$ cat src/hdl/unsigned_decimal_format_macros.svh
// Assertion macros for the file that checks this block.
`ifndef UNSIGNED_DECIMAL_FORMAT_MACROS_SVH
`define UNSIGNED_DECIMAL_FORMAT_MACROS_SVH

// Same-cycle implication, checked at every rising clock edge outside reset.
`define UDF_ASSERT_NOW(label, ante, cons, msg) \
    label: assert property (@(posedge i_clk) disable iff (!i_rst_n) (ante) |-> (cons)) \
        else $error(msg);

// Next-cycle implication, checked at every rising clock edge outside reset.
`define UDF_ASSERT_NEXT(label, ante, cons, msg) \
    label: assert property (@(posedge i_clk) disable iff (!i_rst_n) (ante) |=> (cons)) \
        else $error(msg);

`endif

$ cat src/hdl/udf_pkg.sv
`timescale 1ns / 1ps

package udf_pkg;

    localparam int PREC_W = 7;
    localparam int CHAR_W = 8;
    localparam int BCD_W  = 4;

    localparam logic [CHAR_W-1:0] ASCII_ZERO  = 8'h30;
    localparam logic [CHAR_W-1:0] ASCII_NINE  = 8'h39;
    localparam logic [BCD_W-1:0]  DABBLE_MIN  = 4'd5;
    localparam logic [BCD_W-1:0]  DABBLE_ADD  = 4'd3;

    typedef enum logic [1:0] {
        FS_IDLE,
        FS_CONV,
        FS_PUSH
    } t_front_state;

endpackage

$ cat src/hdl/udf_queue.sv
`timescale 1ns / 1ps

module udf_queue
    import udf_pkg::*;
#(
    parameter int WIDTH = 8
) (
    input  logic             i_clk,
    input  logic             i_rst_n,
    input  logic             i_push,
    input  logic [WIDTH-1:0] i_wdata,
    output logic             o_full,
    input  logic             i_pop,
    output logic [WIDTH-1:0] o_rdata,
    output logic             o_empty
);

    logic [WIDTH-1:0] r_mem [2];
    logic             r_wp;
    logic             r_rp;
    logic [1:0]       r_count;
    logic             w_do_push;
    logic             w_do_pop;

    assign o_full    = (r_count == 2'd2);
    assign o_empty   = (r_count == 2'd0);
    assign w_do_push = i_push && !o_full;
    assign w_do_pop  = i_pop && !o_empty;
    assign o_rdata   = r_mem[r_rp];

    always_ff @(posedge i_clk) begin
        if (!i_rst_n) begin
            r_wp    <= 1'b0;
            r_rp    <= 1'b0;
            r_count <= 2'd0;
        end else begin
            if (w_do_push) begin
                r_wp <= ~r_wp;
            end
            if (w_do_pop) begin
                r_rp <= ~r_rp;
            end
            unique case ({w_do_push, w_do_pop})
                2'b10:   r_count <= r_count + 2'd1;
                2'b01:   r_count <= r_count - 2'd1;
                default: r_count <= r_count;
            endcase
        end
    end

    always_ff @(posedge i_clk) begin
        if (w_do_push) begin
            r_mem[r_wp] <= i_wdata;
        end
    end

endmodule

$ cat src/hdl/udf_front.sv
`timescale 1ns / 1ps

module udf_front
    import udf_pkg::*;
#(
    parameter int VALUE_BITS    = 32,
    parameter int MAX_PRECISION = 63,
    parameter int NDIG          = 10,
    parameter int CNT_W         = 6
) (
    input  logic                     i_clk,
    input  logic                     i_rst_n,
    input  logic                     i_valid,
    output logic                     o_ready,
    input  logic [VALUE_BITS-1:0]    i_value,
    input  logic signed [PREC_W-1:0] i_precision,
    output logic                     o_push,
    input  logic                     i_full,
    output logic [NDIG*BCD_W-1:0]    o_bcd,
    output logic [CNT_W-1:0]         o_total,
    output logic                     o_empty_res
);

    localparam int STEP_W = $clog2(VALUE_BITS + 1);

    t_front_state              r_state;
    t_front_state              n_state;
    logic [VALUE_BITS-1:0]     r_bin;
    logic [NDIG*BCD_W-1:0]     r_bcd;
    logic [NDIG*BCD_W-1:0]     w_adj;
    logic [STEP_W-1:0]         r_step;
    logic                      r_has_prec;
    logic [CNT_W-1:0]          r_prec;
    logic [CNT_W-1:0]          w_ndig;
    logic [CNT_W-1:0]          w_ndig_eff;
    logic                      w_accept;

    assign w_accept = i_valid && o_ready;

    always_comb begin
        n_state = r_state;
        unique case (r_state)
            FS_IDLE: if (i_valid) n_state = FS_CONV;
            FS_CONV: if (r_step == STEP_W'(1)) n_state = FS_PUSH;
            FS_PUSH: if (!i_full) n_state = FS_IDLE;
            default: n_state = FS_IDLE;
        endcase
    end

    always_comb begin
        o_ready = 1'b0;
        o_push  = 1'b0;
        unique case (r_state)
            FS_IDLE: o_ready = 1'b1;
            FS_PUSH: o_push  = 1'b1;
            default: begin
                o_ready = 1'b0;
                o_push  = 1'b0;
            end
        endcase
    end

    always_ff @(posedge i_clk) begin
        if (!i_rst_n) begin
            r_state <= FS_IDLE;
        end else begin
            r_state <= n_state;
        end
    end

    // Each BCD digit of five or more gets three added before the shift.
    always_comb begin
        for (int i = 0; i < NDIG; i++) begin
            if (r_bcd[i*BCD_W +: BCD_W] >= DABBLE_MIN) begin
                w_adj[i*BCD_W +: BCD_W] = r_bcd[i*BCD_W +: BCD_W] + DABBLE_ADD;
            end else begin
                w_adj[i*BCD_W +: BCD_W] = r_bcd[i*BCD_W +: BCD_W];
            end
        end
    end

    always_ff @(posedge i_clk) begin
        if (w_accept) begin
            r_bin      <= i_value;
            r_bcd      <= '0;
            r_step     <= STEP_W'(VALUE_BITS);
            r_has_prec <= !i_precision[PREC_W-1];
            if (int'(i_precision[PREC_W-2:0]) > MAX_PRECISION) begin
                r_prec <= CNT_W'(MAX_PRECISION);
            end else begin
                r_prec <= CNT_W'(i_precision[PREC_W-2:0]);
            end
        end else if (r_state == FS_CONV) begin
            r_bcd  <= {w_adj[NDIG*BCD_W-2:0], r_bin[VALUE_BITS-1]};
            r_bin  <= {r_bin[VALUE_BITS-2:0], 1'b0};
            r_step <= r_step - STEP_W'(1);
        end
    end

    always_comb begin
        w_ndig = '0;
        for (int i = 0; i < NDIG; i++) begin
            if (r_bcd[i*BCD_W +: BCD_W] != '0) begin
                w_ndig = CNT_W'(i + 1);
            end
        end
    end

    // A zero value still prints one digit unless the precision is exactly zero.
    assign w_ndig_eff = (w_ndig == '0 && !(r_has_prec && r_prec == '0)) ?
                        CNT_W'(1) : w_ndig;
    assign o_total     = (r_has_prec && r_prec > w_ndig_eff) ? r_prec : w_ndig_eff;
    assign o_empty_res = (o_total == '0);
    assign o_bcd       = r_bcd;

endmodule

$ cat src/hdl/udf_back.sv
`timescale 1ns / 1ps

module udf_back
    import udf_pkg::*;
#(
    parameter int NDIG  = 10,
    parameter int CNT_W = 6
) (
    input  logic                  i_clk,
    input  logic                  i_rst_n,
    input  logic                  i_q_empty,
    input  logic [NDIG*BCD_W-1:0] i_bcd,
    input  logic [CNT_W-1:0]      i_total,
    input  logic                  i_empty_res,
    output logic                  o_pop,
    output logic                  o_valid,
    input  logic                  i_ready,
    output logic [CHAR_W-1:0]     o_char_code,
    output logic                  o_last,
    output logic                  o_empty_res
);

    localparam int IDX_W = (NDIG > 1) ? $clog2(NDIG) : 1;

    logic                  r_active;
    logic                  r_empty;
    logic [CNT_W-1:0]      r_pos;
    logic [NDIG*BCD_W-1:0] r_bcd;
    logic                  r_ovalid;
    logic [CHAR_W-1:0]     r_ochar;
    logic                  r_olast;
    logic                  r_oempty;
    logic                  w_load;
    logic                  w_adv;
    logic                  w_final;
    logic [BCD_W-1:0]      w_digit;
    logic [IDX_W-1:0]      w_idx;

    assign w_load  = !r_active && !i_q_empty;
    assign o_pop   = w_load;
    assign w_adv   = r_active && (!r_ovalid || i_ready);
    assign w_final = r_empty || (r_pos == '0);
    assign w_idx   = r_pos[IDX_W-1:0];

    // Positions above the top BCD digit are leading zero padding.
    always_comb begin
        if (r_pos < CNT_W'(NDIG)) begin
            w_digit = r_bcd[{w_idx, 2'b00} +: BCD_W];
        end else begin
            w_digit = '0;
        end
    end

    always_ff @(posedge i_clk) begin
        if (!i_rst_n) begin
            r_active <= 1'b0;
            r_ovalid <= 1'b0;
        end else begin
            if (w_load) begin
                r_active <= 1'b1;
            end else if (w_adv && w_final) begin
                r_active <= 1'b0;
            end
            if (w_adv) begin
                r_ovalid <= 1'b1;
            end else if (i_ready) begin
                r_ovalid <= 1'b0;
            end
        end
    end

    always_ff @(posedge i_clk) begin
        if (w_load) begin
            r_bcd   <= i_bcd;
            r_pos   <= i_total - CNT_W'(1);
            r_empty <= i_empty_res;
        end else if (w_adv) begin
            r_pos <= r_pos - CNT_W'(1);
        end
        if (w_adv) begin
            r_ochar  <= r_empty ? '0 : (ASCII_ZERO + {{(CHAR_W-BCD_W){1'b0}}, w_digit});
            r_olast  <= w_final;
            r_oempty <= r_empty;
        end
    end

    assign o_valid     = r_ovalid;
    assign o_char_code = r_ochar;
    assign o_last      = r_olast;
    assign o_empty_res = r_oempty;

endmodule

$ cat src/hdl/unsigned_decimal_format.sv
`timescale 1ns / 1ps

// Formats an unsigned number as decimal ASCII digits, most significant first, padded on
// the left with '0' up to the given precision (negative precision means none, larger
// precision saturates at MAX_PRECISION). Value 0 with precision 0 gives a single item
// flagged empty in tuser. The front takes a new input item only once it has converted the
// last one and pushed it, through the double-dabble converter that shifts one value bit per
// cycle; a two-entry queue hands the digits to the back, which loads each entry and then
// sends one character per cycle while the output is ready.
`include "unsigned_decimal_format_macros.svh"

module unsigned_decimal_format
    import udf_pkg::*;
#(
    parameter int MAX_PRECISION = 63,
    parameter int VALUE_BITS    = 32
) (
    input  logic                 i_clk,
    input  logic                 i_rst_n,
    input  logic                 i_s_axis_tvalid,
    output logic                 o_s_axis_tready,
    // value, then precision, then zero fill
    input  logic [((VALUE_BITS+PREC_W+7)/8)*8-1:0] i_s_axis_tdata,
    output logic                 o_m_axis_tvalid,
    input  logic                 i_m_axis_tready,
    // char_code
    output logic [CHAR_W-1:0]    o_m_axis_tdata,
    output logic                 o_m_axis_tlast,
    // empty_res
    output logic                 o_m_axis_tuser
);

    localparam int NDIG   = (VALUE_BITS * 30103) / 100000 + 1;
    localparam int CNT_MAX = (MAX_PRECISION > NDIG) ? MAX_PRECISION : NDIG;
    localparam int CNT_W  = $clog2(CNT_MAX + 1);
    localparam int ENT_W  = NDIG * BCD_W + CNT_W + 1;

    logic                  w_push;
    logic                  w_full;
    logic                  w_q_empty;
    logic                  w_pop;
    logic [NDIG*BCD_W-1:0] w_f_bcd;
    logic [CNT_W-1:0]      w_f_total;
    logic                  w_f_empty;
    logic [ENT_W-1:0]      w_rdata;

    udf_front #(
        .VALUE_BITS    (VALUE_BITS),
        .MAX_PRECISION (MAX_PRECISION),
        .NDIG          (NDIG),
        .CNT_W         (CNT_W)
    ) u_front (
        .i_clk       (i_clk),
        .i_rst_n     (i_rst_n),
        .i_valid     (i_s_axis_tvalid),
        .o_ready     (o_s_axis_tready),
        .i_value     (i_s_axis_tdata[VALUE_BITS-1:0]),
        .i_precision (i_s_axis_tdata[VALUE_BITS+PREC_W-1:VALUE_BITS]),
        .o_push      (w_push),
        .i_full      (w_full),
        .o_bcd       (w_f_bcd),
        .o_total     (w_f_total),
        .o_empty_res (w_f_empty)
    );

    udf_queue #(
        .WIDTH (ENT_W)
    ) u_queue (
        .i_clk   (i_clk),
        .i_rst_n (i_rst_n),
        .i_push  (w_push),
        .i_wdata ({w_f_empty, w_f_total, w_f_bcd}),
        .o_full  (w_full),
        .i_pop   (w_pop),
        .o_rdata (w_rdata),
        .o_empty (w_q_empty)
    );

    udf_back #(
        .NDIG  (NDIG),
        .CNT_W (CNT_W)
    ) u_back (
        .i_clk       (i_clk),
        .i_rst_n     (i_rst_n),
        .i_q_empty   (w_q_empty),
        .i_bcd       (w_rdata[NDIG*BCD_W-1:0]),
        .i_total     (w_rdata[NDIG*BCD_W +: CNT_W]),
        .i_empty_res (w_rdata[ENT_W-1]),
        .o_pop       (w_pop),
        .o_valid     (o_m_axis_tvalid),
        .i_ready     (i_m_axis_tready),
        .o_char_code (o_m_axis_tdata),
        .o_last      (o_m_axis_tlast),
        .o_empty_res (o_m_axis_tuser)
    );

    `UDF_ASSERT_NOW(a_empty_is_last, o_m_axis_tvalid && o_m_axis_tuser, o_m_axis_tlast, "empty item without tlast")
    `UDF_ASSERT_NOW(a_empty_no_char, o_m_axis_tvalid && o_m_axis_tuser, o_m_axis_tdata == '0, "empty item carries a character")
    `UDF_ASSERT_NOW(a_char_is_digit, o_m_axis_tvalid && !o_m_axis_tuser, (o_m_axis_tdata >= ASCII_ZERO) && (o_m_axis_tdata <= ASCII_NINE), "character is not a decimal digit")
    `UDF_ASSERT_NEXT(a_push_leaves, w_push && !w_full, o_s_axis_tready, "front did not return to idle after enqueue")

endmodule
$ cat config.mk
export PLATFORM = sky130hd
export DESIGN_NAME = unsigned_decimal_format
export DESIGN_NICKNAME = d
export VERILOG_FILES = /design/src/hdl/udf_pkg.sv /design/src/hdl/udf_queue.sv /design/src/hdl/udf_front.sv /design/src/hdl/udf_back.sv /design/src/hdl/unsigned_decimal_format.sv
export VERILOG_INCLUDE_DIRS = /design/src /design/src/hdl
export SDC_FILE = /design/constraint.sdc
export NUM_CORES = 1
export LEC_CHECK = 0
export BUFFER_PORTS_ARGS = -buffer_cell sky130_fd_sc_hd__buf_2
export CAP_MARGIN = 15
export CELL_PAD_IN_SITES_DETAIL_PLACEMENT = 1
export CELL_PAD_IN_SITES_GLOBAL_PLACEMENT = 2
export CORE_UTILIZATION = 45
export DETAILED_ROUTE_END_ITERATION = 10
export HOLD_SLACK_MARGIN = 0.1
export PLACE_DENSITY_LB_ADDON = 0.25
export REMOVE_ABC_BUFFERS = 1
export SLEW_MARGIN = 0
export SYNTH_ARGS = -nofsm -noshare
export SYNTH_HDL_FRONTEND = slang
export SYNTH_SLANG_ARGS = --single-unit
$ cat constraint.sdc
create_clock -name i_clk -period 6.8 [get_ports i_clk]
set_clock_uncertainty 0.2 [all_clocks]
set_input_delay 0.68 -clock i_clk [delete_from_list [all_inputs] [get_ports i_clk]]
set_output_delay 0.68 -clock i_clk [all_outputs]
set_load 0.01 [all_outputs]
After elaboration in Yosys (flattened, before gate mapping)
Memories as Yosys holds them, arrays and structs flattened. A register that Yosys moved wholly into a read port is not among the register bits.
Cells that the tools add are included.
W data, S select, Z words.
{"block": "totals", "romBits": 0, "ramBits": 94, "latchBits": 0, "word_cells": 139, "reg_bits": 150, "input_bits": 44, "memories": 1}
{"name": "u_queue.r_mem", "words": 2, "word_bits": 47, "rd": 1, "rd_ports_with_merged_regs": 1, "write_ports": 1, "line_no": "udf_queue.sv:18", "source": "logic [WIDTH-1:0] r_mem [2];"}
{"block": "op_classes", "bitwise_logic": 2, "muxes": 42, "div": 0, "add_sub_neg": 16, "n_reduce_logical": 39, "eq_ne": 9, "shift": 1, "magnitude_cmp": 12, "multipliers": 0}
{"cell": "$mux W32", "n": 2}
{"cell": "$mux W4", "n": 14}
{"cell": "$ge A4 B3 Y1 const B", "n": 10}
{"cell": "$reduce_bool A4 Y1", "n": 10}
{"cell": "$shiftx A40 B7 Y4", "n": 1}
{"cell": "$add A4 B2 Y4 const B", "n": 9}
{"cell": "$logic_not A6 Y1", "n": 4}
{"cell": "$mux W6", "n": 3}
{"cell": "$sub A6 B1 Y6 const B", "n": 3}
{"cell": "$mux W3", "n": 5}
{"cell": "$mux W1", "n": 11}
{"cell": "$mux W2", "n": 5}
{"cell": "$reduce_bool A2 Y1", "n": 5}
{"cell": "$logic_and A1 B1 Y1", "n": 9}
{"cell": "$add A6 B4 Y7 const A", "n": 1}
{"cell": "$eq A2 B2 Y1 const B", "n": 3}
{"cell": "$eq A6 B1 Y1 const B", "n": 1}
{"cell": "$gt A6 B6 Y1", "n": 1}
{"cell": "$logic_not A1 Y1", "n": 6}
{"cell": "$lt A6 B4 Y1 const B", "n": 1}
{"cell": "$pmux W2 S3", "n": 1}
{"cell": "$eq A2 B1 Y1 const B", "n": 2}
{"cell": "$logic_not A2 Y1", "n": 2}
{"cell": "$ne A2 B2 Y1 const B", "n": 2}
{"cell": "other kinds (8)", "n": 10}

Logic depth before layout (Yosys ltp)
{"block": "depth", "word_depth": 18, "mapped_depth": 13, "depth_no_buf": 12}

Hierarchy
Synthesis repeated with hierarchy kept, for this count alone.
{"block": "hier_totals", "cells_unflattened": 826, "hier_area_um2": 10463.8}
{"mod": "udf_front", "instances": 1, "seq_area_each_um2": 2132.0, "area_per_inst_um2": 4501.8, "cells_each": 509}
{"mod": "udf_queue", "instances": 1, "seq_area_each_um2": 2922.8, "area_per_inst_um2": 3613.5, "cells_each": 172}
{"mod": "udf_back", "instances": 1, "seq_area_each_um2": 1661.6, "area_per_inst_um2": 2348.5, "cells_each": 145}

Worst setup path before layout
Ideal clock, no wire load.
{"block": "synth_path", "path_type": "register -> register", "start": "register u_queue.r_count[0]", "end": "memory u_queue.r_mem[0][0] in the netlist's numbering (enable)", "arrival_ns": 2.666, "setup_slack_ns": 3.481, "synth_period_minus_slack_ns": 3.319, "t_required_ns": 6.147, "path_buffers": 0, "path_stages_with_launch": 4, "path_cell_list": "dfxtp_1 > nand2b_1 > nand2b_1 > nor2_1"}
{"block": "synth_between", "elab_chain_cells": 5}
{"item": "start, declared", "line_no": "udf_queue.sv:21", "source": "logic [1:0] r_count;"}
{"item": "start signal, assigned", "line_no": "udf_queue.sv:44", "source": "2'b10: r_count <= r_count + 2'd1;"}
{"item": "start signal, assigned", "line_no": "udf_queue.sv:45", "source": "2'b01: r_count <= r_count - 2'd1;"}
{"item": "start signal, assigned", "line_no": "udf_queue.sv:46", "source": "default: r_count <= r_count;"}
{"item": "$eq A2 B2 Y1", "line_no": "udf_queue.sv:25", "source": "assign o_full = (r_count == 2'd2);"}
{"item": "$logic_not A1 Y1", "line_no": "udf_queue.sv:27", "source": "assign w_do_push = i_push && !o_full;"}
{"item": "$logic_and A1 B1 Y1", "line_no": "udf_queue.sv:27"}
{"item": "$mux W1", "line_no": "udf_queue.sv:52", "source": "if (w_do_push) begin"}
{"item": "$mux W1 (not written as such)", "line_no": "udf_queue.sv:53", "source": "r_mem[r_wp] <= i_wdata;"}
{"item": "end, declared", "line_no": "udf_queue.sv:18"}
No other way between the ends.

Final worst setup path
{"block": "layout_path", "start": "register u_front.r_bcd[8], in the netlist u_front.o_bcd[8]", "end": "memory u_queue.r_mem[0][46] in the netlist's numbering (data pin)"}
{"block": "layout_between", "elab_chain_cells": 16}
{"item": "start, declared", "line_no": "udf_front.sv:29", "source": "logic [NDIG*BCD_W-1:0] r_bcd;"}
{"item": "start signal, assigned", "line_no": "udf_front.sv:94", "source": "r_bcd <= {w_adj[NDIG*BCD_W-2:0], r_bin[VALUE_BITS-1]};"}
{"item": "$reduce_bool A4 Y1 *", "line_no": "udf_front.sv:103", "source": "if (r_bcd[i*BCD_W +: BCD_W] != '0) begin"}
{"item": "$mux W2 *", "line_no": "udf_front.sv:103"}
{"item": "$mux W3 * (4 in a row)", "line_no": "udf_front.sv:103"}
{"item": "$mux W4 * (3 in a row)", "line_no": "udf_front.sv:103"}
{"item": "$logic_not A6 Y1", "line_no": "udf_front.sv:110", "source": "assign w_ndig_eff = (w_ndig == '0 && !(r_has_prec && r_prec == '0)) ?"}
{"item": "$logic_and A1 B1 Y1", "line_no": "udf_front.sv:110"}
{"item": "$mux W4 *", "line_no": "udf_front.sv:110"}
{"item": "$gt A6 B6 Y1", "line_no": "udf_front.sv:112", "source": "assign o_total = (r_has_prec && r_prec > w_ndig_eff) ? r_prec : w_ndig_eff;"}
{"item": "$logic_and A1 B1 Y1", "line_no": "udf_front.sv:112"}
{"item": "$mux W6 *", "line_no": "udf_front.sv:112"}
{"item": "$logic_not A6 Y1 *", "line_no": "udf_front.sv:113", "source": "assign o_empty_res = (o_total == '0);"}
{"item": "net u_front.o_empty_res", "line_no": "udf_front.sv:21", "source": "output logic o_empty_res"}
Mark *: on every way through the listed nets, which the timed path passes. The rest lies on a longest branch.

==> impl_metrics.py <==
metrics = {
    "timing": {
        "post-route-period-util_pct": 54.5,
        "max_slew_margin_pct": 27.7,
        "rsz0062_at_grt": "no",
        "tightestPinTransition_ns": 1.08,
        "tns_ns": 0,
        "final-hold-violation-count": 0,
        "max_freq_mhz": 270,
        "drv_slew": 0,
        "fin_crit_ns": 3.71,
        "finalSetupViolations": 0,
    },
    "global_routing": {
        "gr-total-overflow": 0,
        "grt_start_max_net_pins": 70,
        "grt_pass1_wl_um": 35200,
        "grt_antenna_before_repair": 0,
        "grt.total_usage_pct": 18.8,
        "grt_pass1_vias": 6699,
    },
    "run": {
        "maxCapViolCount": 0,
    },
    "yosys": {
        "syn_area_per_cell_sq_um": 13.0,
        "yosysMostFrequentCell": "edfxtp_1",
        "syn_area_sq_um": 10400,
        "synth-async-reset-ratio_pct": 0,
        "synth_top_area_share_pct": 53.8,
        "synth_top_cell_by_area": "edfxtp_1",
        "synth-edff-count": 187,
        "synthCells": 803,
        "ys_ff_latch": 242,
        "yosysUniqueCellTypes": 60,
        "synthFlopType": "edfxtp_1",
        "ys_warn_count": 0,
        "ys_top_cells_by_count": "187 x edfxtp_1, 114 x nand2_1, 55 x dfxtp_1, 41 x mux2_2, 40 x nor2_1",
        "yosys-top-cells-area": "edfxtp_1 54%, dfxtp_1 11%, mux2_2 4.4%",
        "synth_seq_area_share_pct": 64.4,
    },
    "routing": {
        "ant_nets": 0,
        "wire_per_inst_um": 18.6,
        "viasPerCell": 5.35,
        "drc": 0,
        "wl_met1_um": 9520,
        "wl_um": 21600,
        "drtPass1Iterations": 6,
        "wl_met2_um": 10800,
        "drt_iter0_markers": 224,
        "wl_met3_um": 624,
        "dr.max_layer_used": "met4",
        "vias": 6208,
    },
    "placement": {
        "hpwlAfterDp_um": 13700,
        "portBuffers": 52,
        "gp_congestion": 0.772,
    },
    "worst_setup_path": {
        "r2r-start": "u_front.o_bcd[8]$_SDFFE_PP0P_",
        "crit_path_frequent_cell": "ha_1",
        "slowest_stage": "nor3b_1",
        "cp-end-kind": "flip-flop",
        "reg2reg_depth": 12,
        "critical-path-top-delay-family": "compound AO/OA/AOI/OAI gates",
        "worstSetupStartpointType": "flip-flop",
        "crit_buf_inv": 1,
        "crit_chain": "inv_1 -> ha_1 -> nor3b_1 -> a211oi_1 -> o31ai_1 -> and2_1 -> ha_1 -> nor2b_1 -> o21bai_1 -> a31o_2 -> o211ai_1 -> a221oi_1",
        "critPathMaxStageDelay_ns": 0.54,
        "critPathRequiredTime_ns": 6.92,
        "r2r_slack_ns": 3.09,
        "rr_endpoint": "u_queue.r_mem[0][46]$_DFFE_PP_",
        "cp_data_arrival_time_ns": 3.82,
        "timing_worst_setup_path_type": "flip-flop to flip-flop",
        "path_max_fanout": 6,
    },
    "cells_and_area": {
        "diodes": 0,
        "synthToLayoutAreaGrowth_pct": 13.7,
        "fin_util_pct": 52.2,
        "fin_nets": 932,
        "layout-drive-gt1-share_pct": 20.1,
    },
    "power_and_ir_drop": {
        "p_per_area_nw_per_um2": 349,
        "leakage_nw": 4.30,
        "irDropWorstVdd_v": 0.000158,
    },
    "hold_path": {
        "worstHoldStart": "i_s_axis_tdata[34]",
        "holdCritPathClass": "input pin to flip-flop",
        "holdPathEnd": "u_front.r_prec[2]$_DFFE_PP_",
        "holdPathStages": 1,
    },
    "clock_tree": {
        "htreeDepth": 1,
        "cts_setup_buffers": 0,
        "clk_latency_ns": 0.52,
        "cts_sinks": 242,
        "cts_tree": "built",
        "root_buffer": "clkbuf_16",
        "cts.repair.resized": 0,
        "hold_buffers": 0,
        "clock_tree.buffer_depth": 3,
        "clk_pin_slew_ns": 0.06,
        "cts_buffers": 27,
    },
    "floorplanning": {
        "rows": 55,
        "die_x_um": 154,
        "coreArea_sq_um": 22700,
        "ioPinCount": 56,
        "die_y_um": 154,
        "die_area_sq_um": 23800,
        "start_util_pct": 45.9,
    },
    "outcome": {
        "status": "completed",
    },
}
-- metrics by stage --
stage / hold WS, ns / power, mW / instance area, sq um / cells / setup slack [ns]
2_1_floorplan: 0.218 / 2.49 / 10300 / 768 / 3.35
3_3_place_gp: 0.241 / 2.69 / 11000 / 1112 / 3.21
3_5_place_dp: 0.255 / 2.72 / 11000 / 1112 / 3.10
4_1_cts: 0.125 / 4.19 / 11900 / 1161 / 3.08
5_1_grt: 0.122 / 4.31 / 11900 / 1161 / 2.71
6_report: 0.139 / 4.14 / 11900 / 1161 / 3.09
-- report_power, final --
part,switching (mW),internal [mW]
sequential,0.124,1.82
clock,0.573,0.882
combinational,0.410,0.327
-- layout make-up --
cell class	instances	area, sq um
Fill cell	2309	10800
Sequential cell	242	6720
Multi-Input combinational cell	495	3460
Clock buffer	38	788
Tap cell	285	357
Timing Repair Buffer	59	313
Inverter	31	116
Clock inverter	11	113
-- sequential cells by signal, summed over array words and instances (netlist names), named ones only --
signal and count:
u_front.o_bcd 40, u_back.r_bcd 40, u_front.r_has_prec 1, u_front.r_state 2
u_back.r_active 1, u_front.r_prec 6, u_back.r_empty 1, u_back.o_last 1
u_front.r_bin 32, u_queue.r_rp 1, u_front.r_step 6, u_queue.r_count 2
u_back.o_char_code 5, u_queue.r_mem 94, u_queue.r_wp 1, u_back.o_empty_res 1
u_back.o_valid 1, u_back.r_pos 6
-- cell families after synthesis --
group	count (synthesis)	share of synthesized area (%)
AOI/OAI and AO/OA	120	7.17
other	1	0.0359
adders and majority gates	32	3.84
buffers and inverters	67	2.72
and+or+nand+nor	245	11.1
DFF	242	64.4
xor gates and xnor gates	29	2.43
muxes	67	8.26
-- metal layers --
metal	up-vias	GRT usage, %
met1	3062	23.1
li1	3004	-
met2	92	34.0
met3	50	2.63
met5	-	0
met4	0	6.60
-- worst max path at each step --
stage,startpoint,end,slack (ns),depth (start not counted)
CTS,u_front.o_bcd[8]$_SDFFE_PP0P_,u_queue.r_mem[0][46]$_DFFE_PP_,3.08,12
global route,u_front.o_bcd[8]$_SDFFE_PP0P_,u_queue.r_mem[0][46]$_DFFE_PP_,2.71,12
global placement,u_front.o_bcd[8]$_SDFFE_PP0P_,u_queue.r_mem[0][46]$_DFFE_PP_,3.21,12
floorplan,u_front.r_state[1]$_SDFFE_PN0P_,u_front.r_bin[0]$_SDFFCE_PN0P_,3.35,2
finish,u_front.o_bcd[8]$_SDFFE_PP0P_,u_queue.r_mem[0][46]$_DFFE_PP_,3.09,12
detailed placement,u_front.o_bcd[8]$_SDFFE_PP0P_,u_queue.r_mem[0][46]$_DFFE_PP_,3.10,12
-- placed cells by master (no fill, tap or decap), types with 3 or more instances in the layout --
| cell type | n |
|---|---|
| edfxtp_1 | 187 |
| clkbuf_8 | 5 |
| clkinvlp_4 | 3 |
| o22a_1 | 4 |
| nor2b_1 | 3 |
| nand2b_1 | 16 |
| mux2i_1 | 12 |
| inv_2 | 3 |
| o21ai_1 | 28 |
| o32ai_1 | 9 |
| buf_4 | 7 |
| buf_2 | 52 |
| ha_1 | 32 |
| dfxtp_1 | 54 |
| xnor2_1 | 17 |
| clkbuf_1 | 5 |
| mux2_2 | 41 |
| nor3b_1 | 5 |
| o31ai_1 | 3 |
| inv_1 | 28 |
| or3b_1 | 3 |
| mux4_2 | 8 |
| clkinv_2 | 6 |
| nand3_1 | 35 |
| clkbuf_16 | 28 |
| nor2_1 | 38 |
| a21oi_1 | 38 |
| xor2_1 | 12 |
| and2_1 | 11 |
| nand2_1 | 113 |
| o21ai_0 | 20 |
| nand4_1 | 3 |
-- worst register-to-register path, cell delays in order (launching register included) --
cell,delay (ns)
dfxtp_1,0.36
inv_1,0.11
ha_1,0.24
nor3b_1,0.54
a211oi_1,0.17
o31ai_1,0.31
and2_1,0.18
ha_1,0.24
nor2b_1,0.13
o21bai_1,0.25
a31o_2,0.28
o211ai_1,0.14
a221oi_1,0.36
Note: power is estimated with default switching activity, not from simulation.
